[config.mk]
export PLATFORM = sky130hd
export DESIGN_NAME = bdw_clamp
export DESIGN_NICKNAME = d
export VERILOG_FILES = /design/src/bdw_pkg.sv /design/src/bdw_clamp.sv
export SDC_FILE = /design/constraint.sdc
export NUM_CORES = 1
export LEC_CHECK = 0
export BUFFER_PORTS_ARGS = -buffer_cell sky130_fd_sc_hd__buf_4
export CELL_PAD_IN_SITES_DETAIL_PLACEMENT = 0
export CELL_PAD_IN_SITES_GLOBAL_PLACEMENT = 1
export CORE_MARGIN = 2
export CORE_UTILIZATION = 32
export CTS_BUF_LIST = sky130_fd_sc_hd__clkbuf_4
export CTS_CLUSTER_SIZE = 24
export DETAILED_ROUTE_END_ITERATION = 10
export PLACE_DENSITY = 0.83
export SLEW_MARGIN = 0
export SYNTH_ARGS = -nofsm -noshare
export SYNTH_HDL_FRONTEND = slang
export SYNTH_SLANG_ARGS = --single-unit
[constraint.sdc]
create_clock -name i_clk -period 1.5 [get_ports i_clk]
set_input_delay 0.3 -clock i_clk [delete_from_list [all_inputs] [get_ports i_clk]]
set_output_delay 0.3 -clock i_clk [all_outputs]
set_load 0.02 [all_outputs]
[src/bdw_pkg.sv]
// ----------------------------------------------------------------------------
// bdw_pkg: shared types and constants
// Field types, the blank code, the divide-by-ten constants that the digit
// stages use and the display bound that the clamp uses.
// ----------------------------------------------------------------------------
package bdw_pkg;

    localparam int VALUE_W   = 27;
    localparam int CODE_W    = 4;
    localparam int MAX_DIGITS = 8;

    typedef logic [VALUE_W-1:0] t_value;
    typedef logic [CODE_W-1:0]  t_code;

    localparam t_code BLANK_CODE = 4'hF;

    // x / 10 == (x * RECIP_TEN) >> RECIP_SHIFT for every x below 2^32
    localparam logic [31:0] RECIP_TEN   = 32'hCCCC_CCCD;
    localparam int          RECIP_SHIFT = 35;
    localparam int          PROD_W      = VALUE_W + 32;

    // Largest number that n digits can show: 10^n - 1
    function automatic t_value max_shown(input int n);
        longint acc;
        acc = 1;
        for (int k = 0; k < n; k++) begin
            acc = acc * 10;
        end
        acc = acc - 1;
        return acc[VALUE_W-1:0];
    endfunction

endpackage

[src/bdw_clamp.sv]
// ----------------------------------------------------------------------------
// bdw_clamp: entry stage
// Registers the incoming request and clamps it to the largest number the
// display can show.
// ----------------------------------------------------------------------------
module bdw_clamp #(
    parameter int DIGIT_COUNT = 8
) (
    input  logic            i_clk,
    input  logic            i_rst_n,
    input  logic            i_vld,
    input  bdw_pkg::t_value i_value,
    output logic            o_rdy,
    output logic            o_vld,
    output bdw_pkg::t_value o_rest,
    input  logic            i_rdy
);
    import bdw_pkg::*;

    localparam t_value LIMIT = max_shown(DIGIT_COUNT);

    logic   r_vld;
    t_value r_rest;
    t_value n_rest;

    assign o_rdy  = !r_vld || i_rdy;
    assign n_rest = (i_value > LIMIT) ? LIMIT : i_value;

    always_ff @(posedge i_clk) begin
        if (!i_rst_n) begin
            r_vld <= 1'b0;
        end else if (o_rdy) begin
            r_vld <= i_vld;
        end
    end

    always_ff @(posedge i_clk) begin
        if (o_rdy && i_vld) begin
            r_rest <= n_rest;
        end
    end

    assign o_vld  = r_vld;
    assign o_rest = r_rest;

endmodule

# Yosys cells after proc, flatten, opt, wreduce, memory -nomap -nowiden
# Index checks and enable logic that the tools add are counted.
# word_totals
word_cells	6
register_bits	28
output_inout_bits	29
in_bits	31
# classes
reduce_logical	3
order_cmp	1
# op_table
op	count
27-bit > comparator, second input constant	1
1-bit logical AND	1
1-bit zero test	1
1-bit logical OR	1

# Longest topological paths before layout
# depth
ltp_word	3
mapped_depth	5
mapped_depth_nobuf	4

# Least setup slack after synthesis
# OpenSTA, ideal clock, no wires.
# synth_timing
path_type	reg2reg
start	register r_vld, in the netlist o_vld
end	register r_rest[0], in the netlist o_rest[0] (enable)
stages_incl_launch_ff	3
setup_ps	386
path_slack_ps	-216
required_time_ps	1114
arrival_time_ps	1330
path_buffers	0
synth_period_minus_slack_ps	1716
path_cell_list	dfxtp_1 -> nand2b_1 -> and2_1
# synth_between
elab_chain_cells	3
# synth_lines
element	line	source
from (decl)	bdw_clamp.sv:22	logic r_vld;
from (signal assigned)	bdw_clamp.sv:33	r_vld <= i_vld;
1-bit zero test	bdw_clamp.sv:26	assign o_rdy = !r_vld || i_rdy;
1-bit logical OR	bdw_clamp.sv:26	
named net o_rdy	bdw_clamp.sv:13	output logic o_rdy,
1-bit logical AND	bdw_clamp.sv:38	if (o_rdy && i_vld) begin
to (signal assigned)	bdw_clamp.sv:39	r_rest <= n_rest;
to (decl)	bdw_clamp.sv:23	t_value r_rest;
# The timed path passes the listed nets, and every way through them passes these cells.
# A chain may end at the register's enable or synchronous reset.

# Worst setup path after layout
# layout_timing
start	register r_vld, in the netlist o_vld
end	register r_rest[21], in the netlist o_rest[21] (enable)
# layout_between
elab_chain_cells	3
# layout_lines
element	line
1-bit zero test	bdw_clamp.sv:26
1-bit logical OR	bdw_clamp.sv:26
1-bit logical AND	bdw_clamp.sv:38
# No other way between the ends.

==> results summary <==
The maximum fanout along the worst path came out at 27. The global-route congestion overflow total is 0. The source-to-sink clock delay at the later pin of the worst-skew pair is 0.32 ns. The die covers 4130 um2. The initial core utilization came out at 34.0%. The via count of the first global-routing pass came to 802.

The ratio of cells with drive above 1 in the final layout came out at 54.2%. In the final routed layout, each cell accounts on average for around 13 um. The final-layout fill cell count came out at 317. The number of buffers inserted by port buffering came out at 59. The number of distinct library cells after synthesis is 23. The average footprint of a synthesized cell is around 15 um2. The area share of the largest cell type after synthesis is a little over two thirds. Relative to the synthesized area, the layout overhead comes to 50.2%. The vertical extent of the die is 64.3 um.

The wire length of the first global-routing pass came out at about 3800 um. The post-route minimum period is 1.35 ns. In the final layout, the multi-input gates occupy 315 um2. The sequential-to-total area share from yosys stat came out at a little under three quarters. The clock sink count is 28. The pin count of the biggest net entering global routing came out at 28. The maximum vdd ir drop came out at 362 uV. The cell accounting for the most synthesized area is edfxtp_1. The I/O pin count is 60. For this run, the post-layout net count is around 170. The share of synthesized registers carrying an async set or reset is 0%. The minimum setup slack after placement is -0.198 ns. For this run, the leading register cell type out of synthesis is edfxtp_1. The HPWL after detailed placement is 1940 um. Global routing used 12.3% of the available tracks across all layers. The library cell used as clock root buffer is clkbuf_4. The commonest cells after synthesis are edfxtp_1, nand2b_1, nand3b_1, and2_1. The number of H-tree branching levels is 1. The flow ran to the end, and the final reports show no timing, DRC or antenna violations. The overall via count from detail_route came out at 852. The core region area is between 3000 and 4000 um2. The reported leakage power came out at 0.730 nW. The average via count per standard cell came out at ~4.5. The worst setup path is launched from a register. The final-report max-slew violation count is 0. STA classifies the critical path endpoint as a register.

The signal arrival time at the worst endpoint came out at 1.32 ns. The detailed-routing iteration count for the pre-antenna-repair pass came out at 4. The total DRC errors in the routed layout is 0. Once detail routing completed, the nets flagged for antenna violations numbered 0. The cell area after synthesis came out at 1160 um2.

After synthesis, the cell types taking the most area are edfxtp_1, nand2b_1, nand3b_1, o311ai_4, and2_1. TritonCTS created 3 clock buffers. The synthesized instance count is 75.

For the pin with the worst max-slew slack, the measured transition is 0.618 ns. The achievable frequency is 0.738 GHz. Buffers inserted to repair hold after CTS numbered 0. The initial antenna violation count came out at 0. The sequential cell area is around 830 um2. TritonCTS built the clock tree. The number of nets produced by synthesis is 106. The total of endpoints with negative setup slack in the final report is 0.

The placer's final routability congestion estimate came out at ~0.80. The power per standard cell area came out at a little under 900 nW/um2. The number of DRC markers after the initial detailed-route iteration is 30. The critical path start-end classification is reg2reg. The share of the clock period used by the worst path after layout came out at roughly 90%. Setup repair after global routing left no endpoint under its margin. Counting flops with a built-in enable in the synthesized netlist gives 27. The hold violation total from the final report came out at 0. The number of buffers on the longest clock path is 2. The setup skew after layout is 0.0106 ns. After clock tree synthesis, the setup repair step added 0 buffers.

Yosys instantiated no cell more often than edfxtp_1. The final layout contains routed wiring with a total length of 2470 um. The number of diodes came out at 0. The worst hold path class is in2reg. The number of warnings issued by yosys came out at 0. Across the run, the number of max-cap violations was 0. The required arrival time at the worst endpoint is between 1 and 1.5 ns. The row count is 21. The clock transition time at the flip-flop clock pins of the worst setup and hold paths came out at 0.15 ns.

The worst path meets setup with 0.145 ns of slack. The worst pin sits at a relative slew slack of 58.8%. The synthesized flop and latch total is 28. Hold is met by ~0.19 ns.

The number of gates resized after cts is 0. The horizontal die dimension is 64.3 um.
placed cells by master (no fill, tap or decap), types with 2 or more instances in the layout:
cell type,synthesis,final
and2_1,4,3
and2_2,1,2
and3_1,3,3
buf_4,0,65
clkbuf_4,0,4
edfxtp_1,27,27
nand2_1,2,2
nand2b_1,11,11
nand3b_1,8,8
nor2_1,3,3
path summary, 6_finish.rpt:
path                            slack (ns)    endpoint  depth (start not counted)        start
worst max-delay path                  0.15  o_rest[21]                          2        o_vld
worst min-delay path                  0.19  o_rest[26]                          1  i_value[26]
worst min register to register        0.55       o_vld                          2        o_vld
worst max register to register        0.15  o_rest[21]                          2        o_vld
stage by stage:
stage | util (%) | cell area [um2] | TNS (ns) | total power [mW] | std cells
after floorplan | - | 1160 | -0.0107 | 1.08 | 75
after global placement | 50.2 | 1720 | -1.30 | 1.24 | 184
after detailed placement | 50.2 | 1720 | -1.48 | 1.25 | 184
after CTS | 51.1 | 1750 | 0 | 1.57 | 188
after global routing | 51.1 | 1750 | 0 | 1.63 | 188
final | 51.1 | 1750 | 0 | 1.56 | 188
state kept, by name (all words and copies together) (netlist names):
signal / cells
o_rest: 27
o_vld: 1
kinds of logic after synthesis:
kind of cell / count (synthesis) / synth area share (%)
buffers and inverters: 4 / 1.51
AO/OA/AOI/OAI: 5 / 5.06
flip-flops: 28 / 71.5
AND/OR/NAND/NOR: 38 / 22.0
layer usage:
| layer | part of all wire [%] | up-vias | routed length (um) | GRT usage, % |
|---|---|---|---|---|
| met4 | 1.3 | 0 | 31 | 5.59 |
| met1 | 39 | 405 | 960 | 14.7 |
| met3 | 5.1 | 4 | 127 | 2.64 |
| met5 | 0 | - | 0 | 0 |
| met2 | 55 | 34 | 1350 | 21.1 |
| li1 | - | 409 | - | - |
area by class of cell:
| class | count | share of cell area [%] |
|---|---|---|
| flip-flops and latches | 28 | 47.6 |
| repair buffers | 66 | 29.1 |
| multi-input cells | 43 | 18.1 |
| well taps | 46 | 3.30 |
| clock buffers | 4 | 1.72 |
| inverters | 1 | 0.215 |
worst max-delay path: stages (launching register included):
cell and delay [ns]:
dfxtp_1 0.34, nand2b_1 0.10, and2_2 0.56
power breakdown:
| part | switching, mW | total (mW) | internal [mW] |
|---|---|---|---|
| clock | 0.208 | 0.330 | 0.122 |
| sequential | 0.0137 | 0.931 | 0.917 |
| combinational | 0.147 | 0.299 | 0.151 |
No activity file was read; power rests on OpenSTA's default activity.
