`src/bdw_pkg.sv`:
```
// ----------------------------------------------------------------------------
// bdw_pkg: shared types and constants
// Field types, the blank code, the divide-by-ten constants that the digit
// stages use and the display bound that the clamp uses.
// ----------------------------------------------------------------------------
package bdw_pkg;

    localparam int VALUE_W   = 27;
    localparam int CODE_W    = 4;
    localparam int MAX_DIGITS = 8;

    typedef logic [VALUE_W-1:0] t_value;
    typedef logic [CODE_W-1:0]  t_code;

    localparam t_code BLANK_CODE = 4'hF;

    // x / 10 == (x * RECIP_TEN) >> RECIP_SHIFT for every x below 2^32
    localparam logic [31:0] RECIP_TEN   = 32'hCCCC_CCCD;
    localparam int          RECIP_SHIFT = 35;
    localparam int          PROD_W      = VALUE_W + 32;

    // Largest number that n digits can show: 10^n - 1
    function automatic t_value max_shown(input int n);
        longint acc;
        acc = 1;
        for (int k = 0; k < n; k++) begin
            acc = acc * 10;
        end
        acc = acc - 1;
        return acc[VALUE_W-1:0];
    endfunction

endpackage

```
`src/bdw_serializer.sv`:
```
// ----------------------------------------------------------------------------
// bdw_serializer: write sequencer
// Holds one converted number and issues its digit-register writes, one a
// cycle, lowest position first.
// ----------------------------------------------------------------------------
module bdw_serializer #(
    parameter int DIGIT_COUNT = 8
) (
    input  logic                                i_clk,
    input  logic                                i_rst_n,
    input  logic                                i_vld,
    input  bdw_pkg::t_code [DIGIT_COUNT-1:0]    i_codes,
    output logic                                o_rdy,
    output logic                                o_strobe,
    output bdw_pkg::t_code                      o_digit_position,
    output bdw_pkg::t_code                      o_digit_code,
    output logic                                o_last_of_run
);
    import bdw_pkg::*;

    localparam t_code LAST_POS = CODE_W'(DIGIT_COUNT);

    logic                      r_vld;
    t_code                     r_pos;
    t_code [DIGIT_COUNT-1:0]   r_codes;
    t_code [DIGIT_COUNT-1:0]   n_codes;
    logic                      last;

    assign last  = (r_pos == LAST_POS);
    assign o_rdy = !r_vld || last;

    always_comb begin
        n_codes = r_codes;
        for (int k = 0; k < DIGIT_COUNT - 1; k++) begin
            n_codes[k] = r_codes[k+1];
        end
    end

    always_ff @(posedge i_clk) begin
        if (!i_rst_n) begin
            r_vld <= 1'b0;
            r_pos <= 4'd1;
        end else if (o_rdy) begin
            r_vld <= i_vld;
            r_pos <= 4'd1;
        end else begin
            // advance to the next position
            r_pos <= r_pos + 4'd1;
        end
    end

    always_ff @(posedge i_clk) begin
        if (o_rdy) begin
            if (i_vld) begin
                r_codes <= i_codes;
            end
        end else begin
            r_codes <= n_codes;
        end
    end

    assign o_strobe         = r_vld;
    assign o_digit_position = r_pos;
    assign o_digit_code     = r_codes[0];
    assign o_last_of_run    = r_vld && last;

    a_run_continues: assert property (@(posedge i_clk) disable iff (!i_rst_n)
        (r_vld && !last) |=> (r_vld && r_pos == $past(r_pos) + 4'd1))
        else $error("write run broken before its last position");

    a_pos_range: assert property (@(posedge i_clk) disable iff (!i_rst_n)
        o_strobe |-> (r_pos >= 4'd1 && r_pos <= LAST_POS))
        else $error("digit position out of range");

    a_first_not_blank: assert property (@(posedge i_clk) disable iff (!i_rst_n)
        (o_strobe && r_pos == 4'd1) |-> (o_digit_code != BLANK_CODE))
        else $error("lowest digit written as blank");

    a_code_legal: assert property (@(posedge i_clk) disable iff (!i_rst_n)
        o_strobe |-> (o_digit_code <= 4'd9 || o_digit_code == BLANK_CODE))
        else $error("digit code neither decimal nor blank");

endmodule

```
`config.mk`:
```
export PLATFORM = sky130hd
export DESIGN_NAME = bdw_serializer
export DESIGN_NICKNAME = d
export VERILOG_FILES = /design/src/bdw_pkg.sv /design/src/bdw_serializer.sv
export SDC_FILE = /design/constraint.sdc
export NUM_CORES = 1
export LEC_CHECK = 0
export BUFFER_PORTS_ARGS = -buffer_cell sky130_fd_sc_hd__buf_4
export CAP_MARGIN = 30
export CORE_ASPECT_RATIO = 1.4
export CORE_MARGIN = 2
export CORE_UTILIZATION = 40
export CTS_CLUSTER_SIZE = 28
export DETAILED_ROUTE_END_ITERATION = 12
export SYNTH_ARGS = -nofsm -noshare
export SYNTH_HDL_FRONTEND = slang
export SYNTH_SLANG_ARGS = --single-unit
```
`constraint.sdc`:
```
create_clock -name i_clk -period 2.95 [get_ports i_clk]
set_clock_uncertainty 0.15 [all_clocks]
set_input_delay 0.4425 -clock i_clk [delete_from_list [all_inputs] [get_ports i_clk]]
set_output_delay 0.4425 -clock i_clk [all_outputs]
set_load 0.02 [all_outputs]
```
Yosys cells after proc, flatten, opt, wreduce, memory -nomap -nowiden

Index checks and enable logic that the tools add are counted.

Register bits: 37
Input port bits: 35
Output and inout bits: 11
Word-level logic and storage cells: 21

$add $sub $neg: 1
Equal/unequal tests: 2
Mux-type cells: 2
Bitwise gates (word level): 1
Reduce and logical (&&, ||, !) cells: 5

Operator list:

| cell                                                           | count |
|---|---|
| 28-bit two-way mux                                             | 2 |
| 4-bit by 1-bit adder with 4-bit output (second input constant) | 1 |
| 4-bit == test (second input constant)                          | 1 |
| 2-bit != test (second input constant)                          | 1 |
| 2-bit AND reduction                                            | 1 |
| 2-bit OR reduction                                             | 1 |
| 1-bit logical AND                                              | 1 |
| 1-bit zero test                                                | 1 |
| 1-bit logical OR                                               | 1 |
| 1-bit inverter                                                 | 1 |

Depth between registers and ports, before layout

Gate-level depths: netlist (run 1).

Depth after elaboration: 3
Gate-level depth with buffers: 7
Gate-level depth less buffers: 6

Least setup slack after synthesis (run 1)

No wires, ideal clock.

Path kind: register to register
From: reg r_pos[0], in the netlist o_digit_position[0]
To: reg r_codes (netlist bit n_codes[0]), enable pin
Setup time: 0.389 ns
Arrival: 1.934 ns
Data required time: 2.411 ns
Setup slack: 0.477 ns
Stages on the path, launching flop included: 8
Clock period less this slack: 2.473 ns
Cells stage by stage: dfxtp_1 inv_1 ha_1 nand3b_4 and2_4 buf_6 inv_1 nand2b_1

Longest elaborated chain between the ends: 3

RTL lines:

| what                    | RTL line             | source |
|---|---|---|
| start, declared         | bdw_serializer.sv:24 | `t_code r_pos;` |
| start signal, assigned  | bdw_serializer.sv:48 | `r_pos <= r_pos + 4'd1;` |
| 4-bit == test           | bdw_serializer.sv:29 | `assign last = (r_pos == LAST_POS);` |
| 1-bit logical OR        | bdw_serializer.sv:30 | `assign o_rdy = !r_vld \|\| last;` |
| via o_rdy               | bdw_serializer.sv:13 | `output logic o_rdy,` |
| 2-bit != test (no line) | -                    |  |
| end signal, assigned    | bdw_serializer.sv:55 | `r_codes <= i_codes;` |
| end signal, assigned    | bdw_serializer.sv:58 | `r_codes <= n_codes;` |
| end, declared           | bdw_serializer.sv:25 | `t_code [DIGIT_COUNT-1:0] r_codes;` |

The timed path passes the listed nets, and every way through them passes these cells.
A chain may end at the register's enable or synchronous reset.

Worst setup path in the final report (run 1)

From: reg r_pos[0], in the netlist o_digit_position[0]
To: out o_rdy

Longest elaborated chain between the ends: 2

RTL lines:

| what             | RTL line |
|---|---|
| 4-bit == test    | bdw_serializer.sv:29 |
| 1-bit logical OR | bdw_serializer.sv:30 |
| end, declared    | bdw_serializer.sv:13 |

Every way passes these cells.

==> metrics.txt, run 1 <==
# TYPE chip_impl_metric gauge
chip_impl_metric{name="grt_usage",unit="%"} 12.30
chip_impl_info{name="status",value="finished with violations"} 1
chip_impl_metric{name="critPathArrivalTime",unit="ps"} 1850
chip_impl_metric{name="yosysUniqueCellTypes",unit=""} 19
chip_impl_metric{name="grt_max_degree",unit=""} 28
chip_impl_metric{name="initial_utilization",unit="%"} 42.22
chip_impl_info{name="hold_path.startpoint",value="i_codes[30]"} 1
chip_impl_metric{name="cts-hold-fix-buffers",unit=""} 0
chip_impl_metric{name="synth-seq-cells",unit=""} 37
chip_impl_metric{name="drc_errors",unit=""} 3
chip_impl_info{name="path_category_of_the_worst_min_delay_check",value="in -> reg"} 1
chip_impl_metric{name="die_w",unit="um"} 58.82
chip_impl_metric{name="die_height",unit="um"} 80.75
chip_impl_info{name="failed_checks",value="design-rule violations"} 1
chip_impl_metric{name="crit_required",unit="ps"} 2360
chip_impl_metric{name="r2r_cells",unit=""} 6
chip_impl_metric{name="synth.cell_area",unit="um2"} 1683
chip_impl_metric{name="yosysTopAreaCellShare",unit="%"} 57.10
chip_impl_metric{name="finalWirelength",unit="um"} 2658
chip_impl_metric{name="cts.path.max_buffers",unit=""} 2
chip_impl_metric{name="async_reset_ff_share",unit="%"} 0
chip_impl_info{name="cts_tree",value="yes"} 1
chip_impl_metric{name="max_cap_viol_count",unit=""} 0
chip_impl_metric{name="critPathMaxFanout",unit=""} 27
chip_impl_info{name="worst_hold_path.endpoint",value="n_codes[26]"} 1
chip_impl_info{name="critPathLaunchType",value="flip-flop"} 1
chip_impl_metric{name="resize_count_post_cts",unit=""} 0
chip_impl_metric{name="synth_warnings",unit=""} 0
chip_impl_metric{name="clock_slew_seen_by_the_registers_of_the_worst_setup_and_hold_paths",unit="ps"} 80
chip_impl_metric{name="port_buffers",unit=""} 45
chip_impl_metric{name="tritoncts_sinks",unit=""} 37
chip_impl_metric{name="hold_path_depth",unit=""} 1
chip_impl_metric{name="syn_avg_cell_area",unit="um2"} 18.91
chip_impl_info{name="r2r-start",value="o_digit_position[0]"} 1
chip_impl_info{name="synthMostInstantiatedCell",value="edfxtp_1"} 1
chip_impl_info{name="cts_root_buf",value="clkbuf_8"} 1
chip_impl_metric{name="first_iter_violations",unit=""} 31
chip_impl_metric{name="clock.fmax",unit="MHz"} 409.7
chip_impl_metric{name="flow.area_growth_from_synthesis",unit="%"} 27.81
chip_impl_metric{name="finalNetCount",unit=""} 177
chip_impl_metric{name="leakage_dissipation",unit="nW"} 0.9586
chip_impl_metric{name="floorplan.io_pins",unit=""} 46
chip_impl_metric{name="finalMaxSlewViolations",unit=""} 0
chip_impl_info{name="critPathKind",value="reg -> out"} 1
chip_impl_info{name="worst_setup_path_end_kind",value="primary output"} 1
chip_impl_info{name="yosys-top-cells-count",value="32 x edfxtp_1, 27 x mux2_4, 5 x dfxtp_1, 4 x inv_1"} 1
chip_impl_metric{name="rows",unit=""} 27
chip_impl_metric{name="synth_cells",unit=""} 89
chip_impl_metric{name="setup.reg_to_reg.worst_slack",unit="ps"} 750
chip_impl_info{name="most_area_consuming_cells_after_synthesis",value="edfxtp_1 57%, mux2_4 24%, dfxtp_1 5.9%"} 1
chip_impl_metric{name="vias_in_the_first_global_route",unit=""} 960
chip_impl_metric{name="post_layout_min_period",unit="ps"} 2441
chip_impl_info{name="library_cell_with_the_largest_summed_area_after_synthesis",value="edfxtp_1"} 1
chip_impl_info{name="critical_path.reg2reg.endpoint",value="n_codes[0]"} 1
chip_impl_metric{name="final.setup.tns",unit="ps"} 0
chip_impl_metric{name="design.core.area",unit="um2"} 3986
chip_impl_metric{name="htree_num_levels",unit=""} 2
chip_impl_metric{name="synthesis.nets",unit=""} 126
chip_impl_metric{name="wire_length_of_the_first_global_routing_pass",unit="um"} 4209
chip_impl_metric{name="finalNonFillerCells",unit=""} 184
chip_impl_metric{name="dp_hpwl",unit="um"} 1872
chip_impl_metric{name="ys_seq_area_share",unit="%"} 63.05
chip_impl_metric{name="clkLatencyLatePin",unit="ps"} 290
chip_impl_info{name="yosys_most_used_dff",value="edfxtp_1"} 1
chip_impl_metric{name="routedWlPerCell",unit="um"} 14.45
chip_impl_metric{name="ir_drop",unit="uV"} 480.1
chip_impl_metric{name="grt_overflow",unit=""} 0
chip_impl_metric{name="antenna_cells",unit=""} 0
chip_impl_metric{name="vias",unit=""} 874
chip_impl_metric{name="slew_headroom",unit="%"} 69.90
chip_impl_metric{name="timing.final.hold_violations",unit=""} 0
chip_impl_metric{name="cts.repair_timing.setup_buffer_count",unit=""} 0
chip_impl_metric{name="pwr_density_cell",unit="nW/um2"} 585.9
chip_impl_metric{name="synth_enable_flop_cells",unit=""} 32
chip_impl_metric{name="drtPass1Iterations",unit=""} 7
chip_impl_metric{name="place.gp.congestion",unit=""} 0.6645
chip_impl_metric{name="finalSetupViolations",unit=""} 0
chip_impl_metric{name="placed_cells_incl_taps",unit=""} 176
chip_impl_metric{name="dieArea",unit="um2"} 4749
chip_impl_metric{name="viasPerCell",unit=""} 4.750
chip_impl_info{name="rsz0062_at_grt",value="no"} 1
chip_impl_metric{name="drive_gt1_share",unit="%"} 60.99
chip_impl_metric{name="timing.final.crit_share",unit="%"} 82.74
chip_impl_metric{name="tritoncts.num_buffers",unit=""} 5
chip_impl_metric{name="antenna_violations_before_repair",unit=""} 0
chip_impl_metric{name="timing_worst_slew_pin_value",unit="ps"} 451.4
chip_impl_metric{name="antenna_violating_nets_post_route",unit=""} 0
==> how the worst max path moves through the flow <==
stage                         from               to  slack, ps  cells past startpoint
2_1_floorplan  o_digit_position[0]       n_codes[0]        480                      7
3_3_place_gp   o_digit_position[0]  o_digit_code[1]        800                      6
3_5_place_dp   o_digit_position[0]       n_codes[4]        730                      6
4_1_cts        o_digit_position[0]            o_rdy        470                      6
5_1_grt        o_digit_position[0]            o_rdy        350                      6
6_report       o_digit_position[0]            o_rdy        510                      6
==> routing by layer <==
| layer | track usage [%] | wire (um) | vias up |
|---|---|---|---|
| met5 | 0 | 0 | - |
| met4 | 7.500 | 53 | 0 |
| met3 | 4.140 | 200 | 4 |
| met2 | 20.00 | 1346 | 35 |
| met1 | 13.68 | 1058 | 407 |
| li1 | - | - | 428 |
==> metrics by stage <==
| step | setup WS [ps] | util, % | hold slack [ps] | area [um2] | power (mW) |
|---|---|---|---|---|---|
| after floorplan | 476.9 | - | 351.3 | 1683 | 0.7649 |
| after global placement | 801.1 | 50.94 | 269.8 | 2031 | 0.8171 |
| after detailed placement | 730.9 | 50.94 | 288.2 | 2031 | 0.8225 |
| after CTS | 469.5 | 53.95 | 165.9 | 2151 | 1.278 |
| after global routing | 352.8 | 53.95 | 162.0 | 2151 | 1.307 |
| final | 509.2 | 53.95 | 173.9 | 2151 | 1.260 |
==> where the power goes <==
group / total, mW / leakage, nW / internal (mW) / switching (mW)
Sequential: 0.641 / 0.361 / 0.626 / 0.0149
Clock: 0.452 / 0.0574 / 0.275 / 0.177
Combinational: 0.168 / 0.541 / 0.106 / 0.0619
==> worst max-delay path: stages (launching register included) <==
cell and delay, ps:
dfxtp_1 400, inv_1 70, ha_1 220, nand3b_4 90
and2_4 440, inv_1 150, buf_4 190
==> placed cells by master (no fill, tap or decap), drive strengths merged <==
master,n
buf,48
edfxtp,32
mux2,28
clkbuf,6
dfxtp,5
inv,4
nor2,3
nand3,3
ha,2
and2,2
nand3b,1
nand2b,1
o21a,1
xor2,1
xnor2,1
and3,1
clkinvlp,1
bufinv,1
==> state kept, by name, summed over array words and instances, names as in the netlist <==
register	flops
n_codes	28
o_digit_code	4
o_strobe	1
o_digit_position	4
==> cell families after synthesis <==
group           Yosys count  share of synthesized area, %
mux                      28                         24.76
flops                    37                         63.05
xor+xnor                  2                         1.041
fa+ha+maj                 2                         1.487
buf+inv                   8                         4.832
compound gates            1                        0.4463
simple gates             11                         4.387
==> area by class of cell <==
class                           instances  area (um2)
Tap cell                               43       53.80
Multi-Input combinational cell         44       540.5
Clock buffer                            6       82.58
Clock inverter                          2       37.54
Timing Repair Buffer                   48       360.3
Inverter                                4       15.01
Fill cell                             338        1836
Sequential cell                        37        1061
Power figures use the tool's default switching activity.
==> run 2: changes to the inputs <==
==> constraint.sdc (replaced) <==
create_clock -name i_clk -period 2.3 [get_ports i_clk]
set_clock_uncertainty 0.15 [all_clocks]
set_input_delay 0.345 -clock i_clk [delete_from_list [all_inputs] [get_ports i_clk]]
set_output_delay 0.345 -clock i_clk [all_outputs]
set_load 0.02 [all_outputs]
==> run 2 against run 1 <==
The flow still finishes with violations (design-rule violations). Non-clock buffer count is 1 higher. Wire length is 2.4% lower. First-iteration DRC count is 71% lower. Critical path depth stayed put. Critical path type unchanged. Setup slack worse by 220 ps. Sequential share of layout area is 0.057 points higher. Via count is 1.6% higher. Clock-buffer cell count stayed put. Flip-flop and latch count stayed put. Clock power is 4.4% lower. Total power is 17% higher. Core utilization is 0.063 points lower.
==> metrics.txt, run 2 (same netlist as run 1, synthesis figures left out) <==
# TYPE chip_impl_metric gauge
chip_impl_metric{name="design.core.area",unit="um2"} 3986
chip_impl_metric{name="antenna_violations_before_repair",unit=""} 0
chip_impl_metric{name="clock.fmax",unit="MHz"} 496.7
chip_impl_metric{name="port_buffers",unit=""} 45
chip_impl_metric{name="setup.reg_to_reg.worst_slack",unit="ps"} 410
chip_impl_metric{name="leakage_dissipation",unit="nW"} 0.9592
chip_impl_info{name="rsz0062_at_grt",value="no"} 1
chip_impl_metric{name="drive_gt1_share",unit="%"} 61.27
chip_impl_metric{name="hold_path_depth",unit=""} 1
chip_impl_metric{name="postLayoutCellArea",unit="um2"} 2148
chip_impl_info{name="failed_checks",value="design-rule violations"} 1
chip_impl_metric{name="nFillCells",unit=""} 327
chip_impl_info{name="status",value="finished with violations"} 1
chip_impl_metric{name="grt_overflow",unit=""} 0
chip_impl_metric{name="cts-hold-fix-buffers",unit=""} 0
chip_impl_metric{name="totalPowerFinal",unit="mW"} 1.476
chip_impl_metric{name="cts.path.max_buffers",unit=""} 2
chip_impl_metric{name="finalMaxSlewViolations",unit=""} 0
chip_impl_metric{name="cts.repair_timing.setup_buffer_count",unit=""} 0
chip_impl_metric{name="max_cap_viol_count",unit=""} 0
chip_impl_metric{name="flow.area_growth_from_synthesis",unit="%"} 27.66
chip_impl_info{name="critPathKind",value="reg -> out"} 1
chip_impl_info{name="cts_tree",value="yes"} 1
chip_impl_metric{name="critPathArrivalTime",unit="ps"} 1520
chip_impl_metric{name="first_iter_violations",unit=""} 9
chip_impl_info{name="cts_root_buf",value="clkbuf_8"} 1
chip_impl_metric{name="vias",unit=""} 888
chip_impl_metric{name="placed_cells_incl_taps",unit=""} 177
chip_impl_metric{name="initial_utilization",unit="%"} 42.22
chip_impl_metric{name="finalWirelength",unit="um"} 2593
chip_impl_metric{name="post_layout_min_period",unit="ps"} 2013
chip_impl_info{name="critPathLaunchType",value="flip-flop"} 1
chip_impl_metric{name="timing.final.hold_violations",unit=""} 0
chip_impl_info{name="worst_setup_path_end_kind",value="primary output"} 1
chip_impl_metric{name="pwr_density_cell",unit="nW/um2"} 687.1
chip_impl_info{name="hold_path.startpoint",value="i_codes[29]"} 1
chip_impl_metric{name="floorplan.io_pins",unit=""} 46
chip_impl_metric{name="tritoncts_sinks",unit=""} 37
chip_impl_metric{name="drtPass1Iterations",unit=""} 7
chip_impl_info{name="most_frequent_standard_cell_in_the_layout_excluding_fill_and_tap_cells",value="buf_4"} 1
chip_impl_metric{name="clock_slew_seen_by_the_registers_of_the_worst_setup_and_hold_paths",unit="ps"} 70
chip_impl_metric{name="final.setup.tns",unit="ps"} 0
chip_impl_metric{name="critPathMaxFanout",unit=""} 6
chip_impl_metric{name="placement.cell_area",unit="um2"} 2066
chip_impl_info{name="r2r-start",value="o_digit_position[0]"} 1
chip_impl_metric{name="finalSetupViolations",unit=""} 0
chip_impl_metric{name="resize_count_post_cts",unit=""} 0
chip_impl_metric{name="multi_input_comb_area",unit="um2"} 543.0
chip_impl_metric{name="viasPerCell",unit=""} 4.800
chip_impl_metric{name="finalNetCount",unit=""} 178
chip_impl_metric{name="place.gp.congestion",unit=""} 0.6100
chip_impl_metric{name="sequential_cell_area",unit="um2"} 1061
chip_impl_metric{name="crit_required",unit="ps"} 1800
chip_impl_metric{name="routedWlPerCell",unit="um"} 14.02
chip_impl_metric{name="antenna_violating_nets_post_route",unit=""} 0
chip_impl_metric{name="drc_errors",unit=""} 2
chip_impl_metric{name="htree_num_levels",unit=""} 2
chip_impl_metric{name="die_w",unit="um"} 58.82
chip_impl_metric{name="r2r_cells",unit=""} 6
chip_impl_metric{name="tritoncts.num_buffers",unit=""} 5
chip_impl_metric{name="grt_max_degree",unit=""} 16
chip_impl_metric{name="die_height",unit="um"} 80.75
chip_impl_metric{name="finalNonFillerCells",unit=""} 185
chip_impl_metric{name="largest_register_ff_count",unit=""} 28
chip_impl_metric{name="antenna_cells",unit=""} 0
chip_impl_info{name="layout.cells.most_common_list",value="47 x buf_4, 32 x edfxtp_1, 27 x mux2_4, 5 x clkbuf_8, 5 x dfxtp_1"} 1
chip_impl_metric{name="wire_length_of_the_first_global_routing_pass",unit="um"} 4236
chip_impl_metric{name="ir_drop",unit="uV"} 488.6
chip_impl_info{name="worst_hold_path.endpoint",value="n_codes[25]"} 1
chip_impl_metric{name="rows",unit=""} 27
chip_impl_metric{name="dieArea",unit="um2"} 4749
chip_impl_metric{name="grt_usage",unit="%"} 12.15
chip_impl_metric{name="timing_worst_slew_pin_value",unit="ps"} 207.8
chip_impl_metric{name="slew_headroom",unit="%"} 86.15
chip_impl_metric{name="clkLatencyLatePin",unit="ps"} 280
chip_impl_metric{name="timing.final.crit_share",unit="%"} 87.53
chip_impl_info{name="path_category_of_the_worst_min_delay_check",value="in -> reg"} 1
chip_impl_info{name="critical_path.reg2reg.endpoint",value="n_codes[23]"} 1
chip_impl_metric{name="vias_in_the_first_global_route",unit=""} 964
==> run 2: cell types whose count changed in the layout (fill, tap and decap cells not counted) <==
cell        before  now
clkbuf_8         6    5
buf_4           48   47
bufinv_16        1    0
buf_12           0    2
clkbuf_1         0    1
nand2b_2         0    1
clkinvlp_4       1    0
clkinv_2         0    2
nand2b_1         1    0
==> run 2: area by class of cell <==
cell class	count	share of cell area, %
Sequential cell	37	49.39
Clock buffer	6	3.378
Inverter	4	0.6989
Clock inverter	2	0.4659
Tap cell	43	2.504
Multi-Input combinational cell	44	25.28
Timing Repair Buffer	49	18.29
==> run 2: worst max-delay path by stage <==
stage / from / endpoint / depth (start not counted)
final: o_digit_position[0] / o_rdy / 6
after global routing: o_digit_position[0] / o_rdy / 6
after CTS: o_digit_position[0] / o_rdy / 6
after detailed placement: o_digit_position[0] / n_codes[23] / 6
after global placement: o_digit_position[0] / n_codes[23] / 6
after floorplan: o_digit_position[0] / n_codes[0] / 7
==> run 2: worst max-delay path, stage by stage (launching register included) <==
cell      delay, ps
dfxtp_1         390
inv_1            60
ha_1            230
nand3b_4        100
and2_4          200
inv_1            90
buf_4           160
==> run 2: per-layer routing <==
layer / share of wire (%) / GRT usage, % / up-vias
met4: 1.4 / 5.455 / 0
met3: 8.5 / 5.414 / 4
met5: 0 / 0 / -
li1: - / - / 429
met1: 38 / 12.91 / 421
met2: 52 / 20.44 / 34
==> run 2: where the power goes <==
group	leakage [nW]	switching (mW)	total, mW	internal [mW]
sequential	0.361	0.0180	0.820	0.802
clock	0.0450	0.222	0.432	0.210
combinational	0.554	0.0808	0.224	0.143
total	0.959	0.320	1.48	1.16
==> run 2: metrics by stage <==
step	utilization, %	setup slack, ps	hold slack (ps)
global route	53.89	207.3	64.60
CTS	53.89	260.5	73.07
finish	53.89	286.9	85.38
floorplan	-	131.0	281.2
detailed placement	51.82	406.5	284.3
global placement	51.82	467.7	272.9
